<file path="config.mk">
export PLATFORM = sky130hd
export DESIGN_NAME = keypad_code_lock
export DESIGN_NICKNAME = d
export VERILOG_FILES = /design/src/hw/rtl/kcl_pkg.sv /design/src/hw/rtl/kcl_core.sv /design/src/hw/rtl/keypad_code_lock.sv
export SDC_FILE = /design/constraint.sdc
export NUM_CORES = 1
export LEC_CHECK = 0
export BUFFER_PORTS_ARGS = -buffer_cell sky130_fd_sc_hd__clkbuf_2
export CAP_MARGIN = 20
export CORE_MARGIN = 2
export CORE_UTILIZATION = 35
export CTS_CLUSTER_SIZE = 16
export DETAILED_ROUTE_END_ITERATION = 8
export PLACE_DENSITY_LB_ADDON = 0.05
export SYNTH_ARGS = -nofsm -noshare
export SYNTH_HDL_FRONTEND = slang
export SYNTH_SLANG_ARGS = --single-unit
</file>
<file path="constraint.sdc">
create_clock -name clk -period 4.9 [get_ports clk]
set_input_delay 0.49 -clock clk [delete_from_list [all_inputs] [get_ports clk]]
set_output_delay 0.49 -clock clk [all_outputs]
set_load 0.02 [all_outputs]
</file>
<file path="src/hw/rtl/kcl_pkg.sv">
// kcl_pkg: shared types, register indexes, event codes and reset values
// for the keypad code lock; no dependencies
`timescale 1ns / 1ps

package kcl_pkg;

    localparam int CODE_LENGTH_DEF = 4;

    localparam int CFG_IDX_W  = 3;
    localparam int CFG_DATA_W = 32;

    // configuration register indexes
    localparam logic [CFG_IDX_W-1:0] CFG_STORED_CODE   = 3'd0;
    localparam logic [CFG_IDX_W-1:0] CFG_SESSION_LIMIT = 3'd1;
    localparam logic [CFG_IDX_W-1:0] CFG_LOCKOUT_TICKS = 3'd2;
    localparam logic [CFG_IDX_W-1:0] CFG_MAX_FAILS     = 3'd3;
    localparam logic [CFG_IDX_W-1:0] CFG_ENTER_KEY     = 3'd4;
    localparam logic [CFG_IDX_W-1:0] CFG_CHANGE_KEY    = 3'd5;
    localparam logic [CFG_IDX_W-1:0] CFG_BLANK_CODE    = 3'd6;

    // register reset values
    localparam logic [31:0] RST_STORED_CODE   = 32'd0;
    localparam logic [15:0] RST_SESSION_LIMIT = 16'd30000;
    localparam logic [23:0] RST_LOCKOUT_TICKS = 24'd120000;
    localparam logic [3:0]  RST_MAX_FAILS     = 4'd3;
    localparam logic [7:0]  RST_ENTER_KEY     = 8'd11;
    localparam logic [7:0]  RST_CHANGE_KEY    = 8'd12;
    localparam logic [7:0]  RST_BLANK_CODE    = 8'd0;

    typedef enum logic [3:0] {
        EV_NONE    = 4'd0,
        EV_DIGIT   = 4'd1,
        EV_UNLOCK  = 4'd2,
        EV_WRONG   = 4'd3,
        EV_LOCK    = 4'd4,
        EV_TIMEOUT = 4'd5,
        EV_CHANGE  = 4'd6,
        EV_FREE    = 4'd7,
        EV_IGNORED = 4'd8
    } ev_t;

    typedef struct packed {
        logic [31:0] stored_code;
        logic [15:0] session_limit;
        logic [23:0] lockout_ticks;
        logic [3:0]  max_fails;
        logic [7:0]  enter_key;
        logic [7:0]  change_key;
        logic [7:0]  blank_code;
    } cfg_t;

    typedef struct packed {
        logic       func;
        logic [7:0] key_code;
    } item_t;

    typedef struct packed {
        ev_t         ev;
        logic [31:0] display_chars;
        logic [3:0]  fails_so_far;
    } res_t;

endpackage

</file>
<file path="src/hw/rtl/kcl_core.sv">
// kcl_core: lock state registers and the one-step update for a key or tick
// depends on kcl_pkg
`timescale 1ns / 1ps

module kcl_core
    import kcl_pkg::*;
#(
    parameter int CODE_LENGTH = CODE_LENGTH_DEF
)
(
    input  logic  clk,
    input  logic  rst_n,
    input  cfg_t  cfg,
    input  logic  step,
    input  item_t item,
    output res_t  res
);

    localparam int CNT_W = $clog2(CODE_LENGTH + 1);

    logic [7:0]       ebuf_reg [CODE_LENGTH];
    logic [7:0]       ebuf_next [CODE_LENGTH];
    logic [31:0]      disp_reg, disp_next;
    logic [CNT_W-1:0] count_reg, count_next;
    logic [15:0]      sess_reg, sess_next;
    logic [3:0]       fail_reg, fail_next;
    logic [23:0]      lock_reg, lock_next;
    logic             barred_reg, barred_next;

    logic             match;
    logic [15:0]      sess_inc;
    logic [3:0]       fail_inc;
    logic             do_clear;
    ev_t              ev;
    logic [7:0]       shown [4];

    always_comb
    begin
        match = 1'b1;
        for (int p = 0; p < CODE_LENGTH; p++)
        begin
            if (p < CODE_LENGTH - 4)
            begin
                if (ebuf_reg[p] != cfg.blank_code)
                    match = 1'b0;
            end
            else
            begin
                // byte select stays in range even for the older positions
                if (ebuf_reg[p] != cfg.stored_code[8*((CODE_LENGTH-1-p) % 4) +: 8])
                    match = 1'b0;
            end
        end
    end

    assign sess_inc = (sess_reg == 16'hFFFF) ? sess_reg : sess_reg + 16'd1;
    assign fail_inc = (fail_reg == 4'hF) ? fail_reg : fail_reg + 4'd1;

    always_comb
    begin
        for (int p = 0; p < CODE_LENGTH; p++)
            ebuf_next[p] = ebuf_reg[p];
        disp_next   = disp_reg;
        count_next  = count_reg;
        sess_next   = sess_reg;
        fail_next   = fail_reg;
        lock_next   = lock_reg;
        barred_next = barred_reg;
        do_clear    = 1'b0;
        ev          = EV_NONE;

        if (barred_reg)
        begin
            if (!item.func)
            begin
                if (lock_reg <= 24'd1)
                begin
                    lock_next   = '0;
                    barred_next = 1'b0;
                    fail_next   = '0;
                    do_clear    = 1'b1;
                    ev          = EV_FREE;
                end
                else
                begin
                    lock_next = lock_reg - 24'd1;
                end
            end
            else
            begin
                ev = EV_IGNORED;
            end
        end
        else if (!item.func)
        begin
            sess_next = sess_inc;
            if (sess_inc >= cfg.session_limit)
            begin
                do_clear  = 1'b1;
                fail_next = '0;
                ev        = EV_TIMEOUT;
            end
        end
        else if (item.key_code == cfg.enter_key)
        begin
            do_clear = 1'b1;
            if (match)
            begin
                fail_next = '0;
                ev        = EV_UNLOCK;
            end
            else
            begin
                fail_next = fail_inc;
                if (fail_inc >= cfg.max_fails)
                begin
                    barred_next = 1'b1;
                    lock_next   = cfg.lockout_ticks;
                    ev          = EV_LOCK;
                end
                else
                begin
                    ev = EV_WRONG;
                end
            end
        end
        else if (item.key_code == cfg.change_key)
        begin
            do_clear = 1'b1;
            ev       = EV_CHANGE;
        end
        else
        begin
            // fill from the oldest position, then slide once full
            if (count_reg < CNT_W'(CODE_LENGTH))
            begin
                for (int p = 0; p < CODE_LENGTH; p++)
                    if (count_reg == CNT_W'(p))
                        ebuf_next[p] = item.key_code;
                count_next = count_reg + CNT_W'(1);
            end
            else
            begin
                for (int p = 0; p < CODE_LENGTH - 1; p++)
                    ebuf_next[p] = ebuf_reg[p+1];
                ebuf_next[CODE_LENGTH-1] = item.key_code;
            end
            disp_next = {disp_reg[23:0], item.key_code};
            ev        = EV_DIGIT;
        end

        if (do_clear)
        begin
            for (int p = 0; p < CODE_LENGTH; p++)
                ebuf_next[p] = cfg.blank_code;
            count_next = '0;
            sess_next  = '0;
        end
    end

    // positions not yet entered show the blank code in force now
    always_comb
    begin
        for (int j = 0; j < 4; j++)
            shown[j] = (count_next > CNT_W'(j)) ? disp_next[8*j +: 8] : cfg.blank_code;
    end

    assign res.ev            = ev;
    assign res.display_chars = {shown[3], shown[2], shown[1], shown[0]};
    assign res.fails_so_far  = fail_next;

    always_ff @(posedge clk or negedge rst_n)
    begin
        if (!rst_n)
        begin
            for (int p = 0; p < CODE_LENGTH; p++)
                ebuf_reg[p] <= RST_BLANK_CODE;
            disp_reg   <= '0;
            count_reg  <= '0;
            sess_reg   <= '0;
            fail_reg   <= '0;
            lock_reg   <= '0;
            barred_reg <= 1'b0;
        end
        else if (step)
        begin
            for (int p = 0; p < CODE_LENGTH; p++)
                ebuf_reg[p] <= ebuf_next[p];
            disp_reg   <= disp_next;
            count_reg  <= count_next;
            sess_reg   <= sess_next;
            fail_reg   <= fail_next;
            lock_reg   <= lock_next;
            barred_reg <= barred_next;
        end
    end

`ifndef NO_ASSERTIONS
    a_count_range: assert property (@(posedge clk) disable iff (!rst_n)
        count_reg <= CNT_W'(CODE_LENGTH))
        else $error("entry count beyond code length");

    a_bar_on_lock: assert property (@(posedge clk) disable iff (!rst_n)
        $rose(barred_reg) |-> $past(step && ev == EV_LOCK))
        else $error("lockout started without a lockout event");

    a_free_clears: assert property (@(posedge clk) disable iff (!rst_n)
        $fell(barred_reg) |-> (fail_reg == 4'd0 && count_reg == '0))
        else $error("lockout ended without clearing fails and entry");

    a_barred_key_inert: assert property (@(posedge clk) disable iff (!rst_n)
        step && barred_reg && item.func |=>
            $stable(count_reg) && $stable(fail_reg) && $stable(lock_reg) && barred_reg)
        else $error("key during lockout changed state");
`endif

endmodule

</file>
<file path="src/hw/rtl/keypad_code_lock.sv">
// keypad_code_lock: top level with stream handshakes and configuration registers
// depends on kcl_pkg and kcl_core
`timescale 1ns / 1ps

// Keypad code lock.
// Input stream: one beat per key press or time tick; s_axis_tuser is 1 for a key
// and 0 for a tick, s_axis_tdata carries the key code. Each input beat gives
// exactly one output beat: m_axis_tuser is the event code, m_axis_tdata holds
// the four shown keys (newest in the low byte) and the fail count.
// Configuration: cfg_we writes register cfg_index with cfg_data at the clock
// edge; write only while no beat is in flight.
// Path: an accepted beat is held in the input register, and the core's update
// of it is registered into the output register once that register is free.
// Throughput: one beat per cycle while the receiver keeps up; the single-step
// update between the input register and the output register sets that rate.
// When the receiver stalls, the output register holds its beat and the input
// register holds one more; s_axis_tready drops only when both are full.
// Reset clears the lock state, the entry buffer, the fail count and loads the
// default register values; both stream sides come up empty.

module keypad_code_lock
    import kcl_pkg::*;
#(
    parameter int CODE_LENGTH = CODE_LENGTH_DEF
)
(
    input  logic                  clk,
    input  logic                  rst_n,

    input  logic                  s_axis_tvalid,
    output logic                  s_axis_tready,
    input  logic [7:0]            s_axis_tdata,   // key_code
    input  logic                  s_axis_tuser,   // func

    output logic                  m_axis_tvalid,
    input  logic                  m_axis_tready,
    output logic [39:0]           m_axis_tdata,   // display_chars, fails_so_far, zero pad
    output logic [3:0]            m_axis_tuser,   // event_res

    input  logic                  cfg_we,
    input  logic [CFG_IDX_W-1:0]  cfg_index,
    input  logic [CFG_DATA_W-1:0] cfg_data
);

    cfg_t  cfg_reg;
    logic  in_valid_reg;
    item_t in_item_reg;
    logic  out_valid_reg;
    res_t  out_res_reg;
    res_t  res;
    logic  out_free;
    logic  advance;

    assign out_free      = !out_valid_reg || m_axis_tready;
    assign advance       = in_valid_reg && out_free;
    assign s_axis_tready = !in_valid_reg || advance;

    always_ff @(posedge clk or negedge rst_n)
    begin
        if (!rst_n)
        begin
            cfg_reg.stored_code   <= RST_STORED_CODE;
            cfg_reg.session_limit <= RST_SESSION_LIMIT;
            cfg_reg.lockout_ticks <= RST_LOCKOUT_TICKS;
            cfg_reg.max_fails     <= RST_MAX_FAILS;
            cfg_reg.enter_key     <= RST_ENTER_KEY;
            cfg_reg.change_key    <= RST_CHANGE_KEY;
            cfg_reg.blank_code    <= RST_BLANK_CODE;
        end
        else if (cfg_we)
        begin
            unique case (cfg_index)
                CFG_STORED_CODE:   cfg_reg.stored_code   <= cfg_data;
                CFG_SESSION_LIMIT: cfg_reg.session_limit <= cfg_data[15:0];
                CFG_LOCKOUT_TICKS: cfg_reg.lockout_ticks <= cfg_data[23:0];
                CFG_MAX_FAILS:     cfg_reg.max_fails     <= cfg_data[3:0];
                CFG_ENTER_KEY:     cfg_reg.enter_key     <= cfg_data[7:0];
                CFG_CHANGE_KEY:    cfg_reg.change_key    <= cfg_data[7:0];
                CFG_BLANK_CODE:    cfg_reg.blank_code    <= cfg_data[7:0];
                default:           ;
            endcase
        end
    end

    always_ff @(posedge clk or negedge rst_n)
    begin
        if (!rst_n)
        begin
            in_valid_reg  <= 1'b0;
            out_valid_reg <= 1'b0;
        end
        else
        begin
            if (s_axis_tready)
                in_valid_reg <= s_axis_tvalid;
            if (out_free)
                out_valid_reg <= advance;
        end
    end

    always_ff @(posedge clk)
    begin
        if (s_axis_tvalid && s_axis_tready)
        begin
            in_item_reg.func     <= s_axis_tuser;
            in_item_reg.key_code <= s_axis_tdata;
        end
        if (advance)
            out_res_reg <= res;
    end

    kcl_core #(
        .CODE_LENGTH (CODE_LENGTH)
    ) u_core (
        .clk   (clk),
        .rst_n (rst_n),
        .cfg   (cfg_reg),
        .step  (advance),
        .item  (in_item_reg),
        .res   (res)
    );

    assign m_axis_tvalid = out_valid_reg;
    assign m_axis_tdata  = {4'b0000, out_res_reg.fails_so_far, out_res_reg.display_chars};
    assign m_axis_tuser  = out_res_reg.ev;

endmodule
</file>
-- Yosys cells after proc, flatten, opt, wreduce, memory -nomap -nowiden
Cells that the tools add are included.
- register bits: 263
- muxes and demuxes: 70
- equality and inequality tests: 27
- order comparisons: 8
- reduce and logical (&&, ||, !) cells: 25
- add/sub/neg operators: 4
- operators by type and width (operator ; count):
    32-bit two-way mux ; 10
    24-bit two-way mux ; 7
    16-bit two-way mux ; 4
    8-bit two-way mux ; 8
    4-bit two-way mux ; 13
    8-bit != test ; 4
    3-bit two-way mux ; 10
    6-bit AND reduction ; 5
    24-bit by 1-bit <= comparator with 1-bit output (second input constant) ; 1
    24-bit by 1-bit subtractor with 24-bit output (second input constant) ; 1
    1-bit two-way mux ; 18
    16-bit by 1-bit adder with 16-bit output (second input constant) ; 1
    16-bit equality test (second input constant) ; 1
    8-bit equality test ; 2
    16-bit greater-or-equal comparator ; 1
    2-bit AND reduction ; 7
    3-bit by 2-bit equality test with 1-bit output (second input constant) ; 4
    3-bit by 2-bit != test with 1-bit output (second input constant) ; 4
    3-bit equality test (second input constant) ; 3
    2-bit by 1-bit != test with 1-bit output (second input constant) ; 4
    2-bit nonzero test ; 4
    3-bit by 1-bit equality test with 1-bit output (second input constant) ; 2
    3-bit by 1-bit > comparator with 1-bit output (second input constant) ; 2
    3-bit by 2-bit > comparator with 1-bit output (second input constant) ; 2
    11 further kinds ; 16

-- Depth between registers and ports, before layout
- depth after elaboration: 9
- mapped depth: 18

-- Hierarchy
From an unflattened synthesis, not the netlist that was laid out.
- cell total of the unflattened synthesis: 1123
- area total of the unflattened synthesis: 13546.7 µm²
- modules (own cells, without submodules) (module ; seq. area each (µm²) ; area each (µm²) ; times used ; cells an instance):
    kcl_core ; 2802.7 ; 8010.2 ; 1 ; 844
    keypad_code_lock ; 4050.1 ; 5536.6 ; 1 ; 279

-- Worst setup path before layout
No wires, ideal clock.
- kind: reg-to-reg
- start: reg u_core.sess_reg[3]
- end: reg out_res_reg, in the netlist m_axis_tdata[10] (data pin)
- slack: 569 ps
- stages on the path, launching flop included: 14
- data arrival time: 4071 ps
- data required time: 4640 ps
- library setup time: 260 ps
- clock period less this slack: 4331 ps
- cell sequence: dfrtp_1 > clkbuf_1 > nand4_1 > nor4_1 > mux2_2 > ha_1 > nor2b_1 > o211a_1 > o311ai_0 > a311o_1 > buf_6 > nand2_2 > a311oi_2 > mux2_2
- RTL lines (item ; RTL line ; source):
    start: declaration ; kcl_core.sv:25 ; logic [15:0] sess_reg, sess_next;
    start signal: assignment ; kcl_core.sv:191 ; sess_reg <= sess_next;
    end signal: assignment ; keypad_code_lock.sv:109 ; out_res_reg <= res;
    end: declaration ; keypad_code_lock.sv:49 ; res_t out_res_reg;

==> results.ini <==
[worst_hold_path]
holdCritPathClass=primary input to flip-flop

[grt]
grt_usage_pct=19.6
grt_max_degree=89
grt_pass1_vias=9243
grt_first_pass_wirelength_mm=57.9
antenna_found_initial=2
grt_overflow=0

[floorplan]
die_width_um=198
core-area_um2=37400
io_pins=95
fp.dieH_um=198
rows=71
start_util_pct=35.2
die_area_um2=39200

[timing]
setup_viol=0
fmax_mhz=228
tns_ns=0
max_slew_margin_pct=33.2
worst_pin_slew_ns=0.993
min_period_over_period_pct=89.5
finalCriticalPeriod_ns=4.38
hold_viol=0
finalClockSkew_ns=0.0104
drv_slew=0
rsz0062_at_grt=false

[place]
port_buffers=90
hpwl_mm=25.5
finalWeightedCongestion=0.799
placed_cells=1724
placed_cell_area_um2=14200

[logic_synthesis]
syn_area_um2=13200
synthArstFlopShare_pct=81.4
synth_seq_area_share_pct=52.0
yosys_warnings=0
synth_seq_cells=263
synthCells=1156
synth_top_area_share_pct=36.7
yosysTopAreaCell=dfrtp_1
ys_top_cells_by_area=dfrtp_1, mux2_2, edfxtp_1
syn_avg_cell_area_um2=11.4
synthFlopType=dfrtp_1
synth_edf_count=49
ys_types=68

[setup_path]
critPathCaptureType=flip-flop
crit_path_max_fanout=17
worstPathRequired_ns=5.22
path_class=flip-flop to flip-flop
critPathLaunchType=flip-flop
crit_arrival_ns=4.70

[run_status]
status=finished clean

[finish]
postLayoutCellArea_um2=15200
n_fill_cell=3662
layout.area.seq_um2=6850
largest_reg_flops=100
drive_gt1_share_pct=29.4
final_common_cell=dfrtp_1
layout_common_cells=dfrtp_1, mux2_2, nand2_1, clkbuf_2, o21ai_0
syn_to_final_growth_pct=15.4
multi_input_area_um2=5920
nets=1323
instances_no_fill=1783

[routing]
post_drt_wl_per_cell_um=21.2
first_pass_iters=5
ant_nets=0
vias=9283
drt_iter0_drc=522
drc_errors=0
routed_wl_mm=37.7
viasPerCell=5.21

[clock_tree]
cts_sinks=263
clockBufferDepth=3
postCtsSetupRepairBufs=0
cts_tree=yes
clk_pin_slew_ns=0.06
clk_latency_ns=0.57
cts_buffers=30
htreeDepth=1
cts_root_buffer=clkbuf_16

[pwr]
combPwrFrac_pct=12.8
p_leak_nw=6.63
ir_worst_vdd_uv=257
cellPowerDensity_nw_per_um2=383
seqPwrFrac_pct=47.0
pwr-share-clk_pct=40.2
p_int_mw=4.27
p_sw_share_pct=26.8
switching_power_mw=1.56

[run]
maxCapViolCount=0

## worst max-delay path, stage by stage, from the launching register on
cell and delay [ns]:
dfrtp_1 0.45, nand4_1 0.25, nor4_1 0.33, buf_4 0.18, nand2b_1 0.31, nor3_1 0.10
xor2_1 0.18, ha_1 0.32, nand2_1 0.07, nor3_1 0.25, o311ai_0 0.25, a311o_1 0.41
buf_4 0.22, and2_4 0.27, nand2_4 0.18, mux2_2 0.35
## Yosys cell counts (11+ instances only)
cell type / count
nand2b_1: 14
clkbuf_1: 34
edfxtp_1: 49
o21ai_0: 75
inv_1: 35
nand2_1: 107
o31ai_1: 25
nand4_1: 18
nor4_1: 17
nor2_1: 39
nor3_1: 23
a21oi_1: 55
xnor2_1: 39
mux2_2: 150
ha_1: 28
a22o_1: 24
dfstp_2: 21
xor2_1: 20
dfrtp_1: 193
buf_2: 11
mux2i_1: 18
nand3_1: 27
## routing by layer
layer  GRT usage, %  routed length, um  share of wire (%)  vias up
met5          0.255                  0                  0        -
met2           30.5              16900                 45      180
met3           3.05               1360                3.6       49
met4           4.68                782                2.1        0
met1           28.5              18700                 50     4637
li1               -                  -                  -     4417
## cell type report
class / count / area share [%]
clock inverter: 14 / 0.955
timing repair buffer: 112 / 4.11
clock buffer: 42 / 5.77
sequential: 263 / 45.1
inverter: 37 / 0.914
multi-input combinational: 802 / 38.9
tap: 511 / 4.21
antenna: 2 / 0.0329
## through the flow
step | power (mW) | util [%] | setup WS [ns] | hold slack (ns)
6_report | 5.82 | 40.7 | 0.516 | 0.0969
5_1_grt | 6.12 | 40.6 | 0.0948 | 0.0663
4_1_cts | 5.92 | 40.6 | 0.474 | 0.0656
3_5_place_dp | 3.54 | 37.9 | 0.508 | 0.484
3_3_place_gp | 3.53 | 37.9 | 0.651 | 0.476
2_1_floorplan | 3.22 | - | 0.569 | 0.194
## final timing paths
kind                       cells after the start  slack [ns]                  end                from
max                                           15        0.52     m_axis_tdata[23]  u_core.sess_reg[3]
min                                            1         0.1       in_item_reg[1]     s_axis_tdata[1]
max reg2reg                                   15        0.52     m_axis_tdata[23]  u_core.sess_reg[3]
min reg2reg                                    2        0.49          cfg_reg[44]         cfg_reg[44]
max in group asynchronous                      3        3.11          cfg_reg[32]               rst_n
min in group asynchronous                      2        0.49  u_core.lock_reg[14]               rst_n
## power by group through the flow
| stage | clock network, mW | registers (mW) | logic [mW] |
|---|---|---|---|
| 2_1_floorplan | 0 | 2.75 | 0.469 |
| 3_3_place_gp | 0 | 2.78 | 0.749 |
| 3_5_place_dp | 0 | 2.78 | 0.758 |
| 4_1_cts | 2.42 | 2.74 | 0.762 |
| 5_1_grt | 2.50 | 2.78 | 0.838 |
| 6_report | 2.34 | 2.74 | 0.748 |
## repair_timing
action / CTS / global route
hold endpoints to repair: 65 / 0
resized for setup: 0 / 0
hold buffers: 1 / 0
## logic make-up (layout without fill, tap and decap cells)
group,after synthesis,count (layout),share of synthesized area (%)
AO/OA/AOI/OAI,254,254,13.0
XOR/XNOR,59,59,3.92
adder cells (fa/ha/maj),28,28,2.66
buffers and inverters,94,205,3.27
flip-flops,263,263,52.0
multiplexers,168,168,14.2
other,1,6,0.0285
AND/OR/NAND/NOR,289,289,10.9
Power figures use the tool's default switching activity.
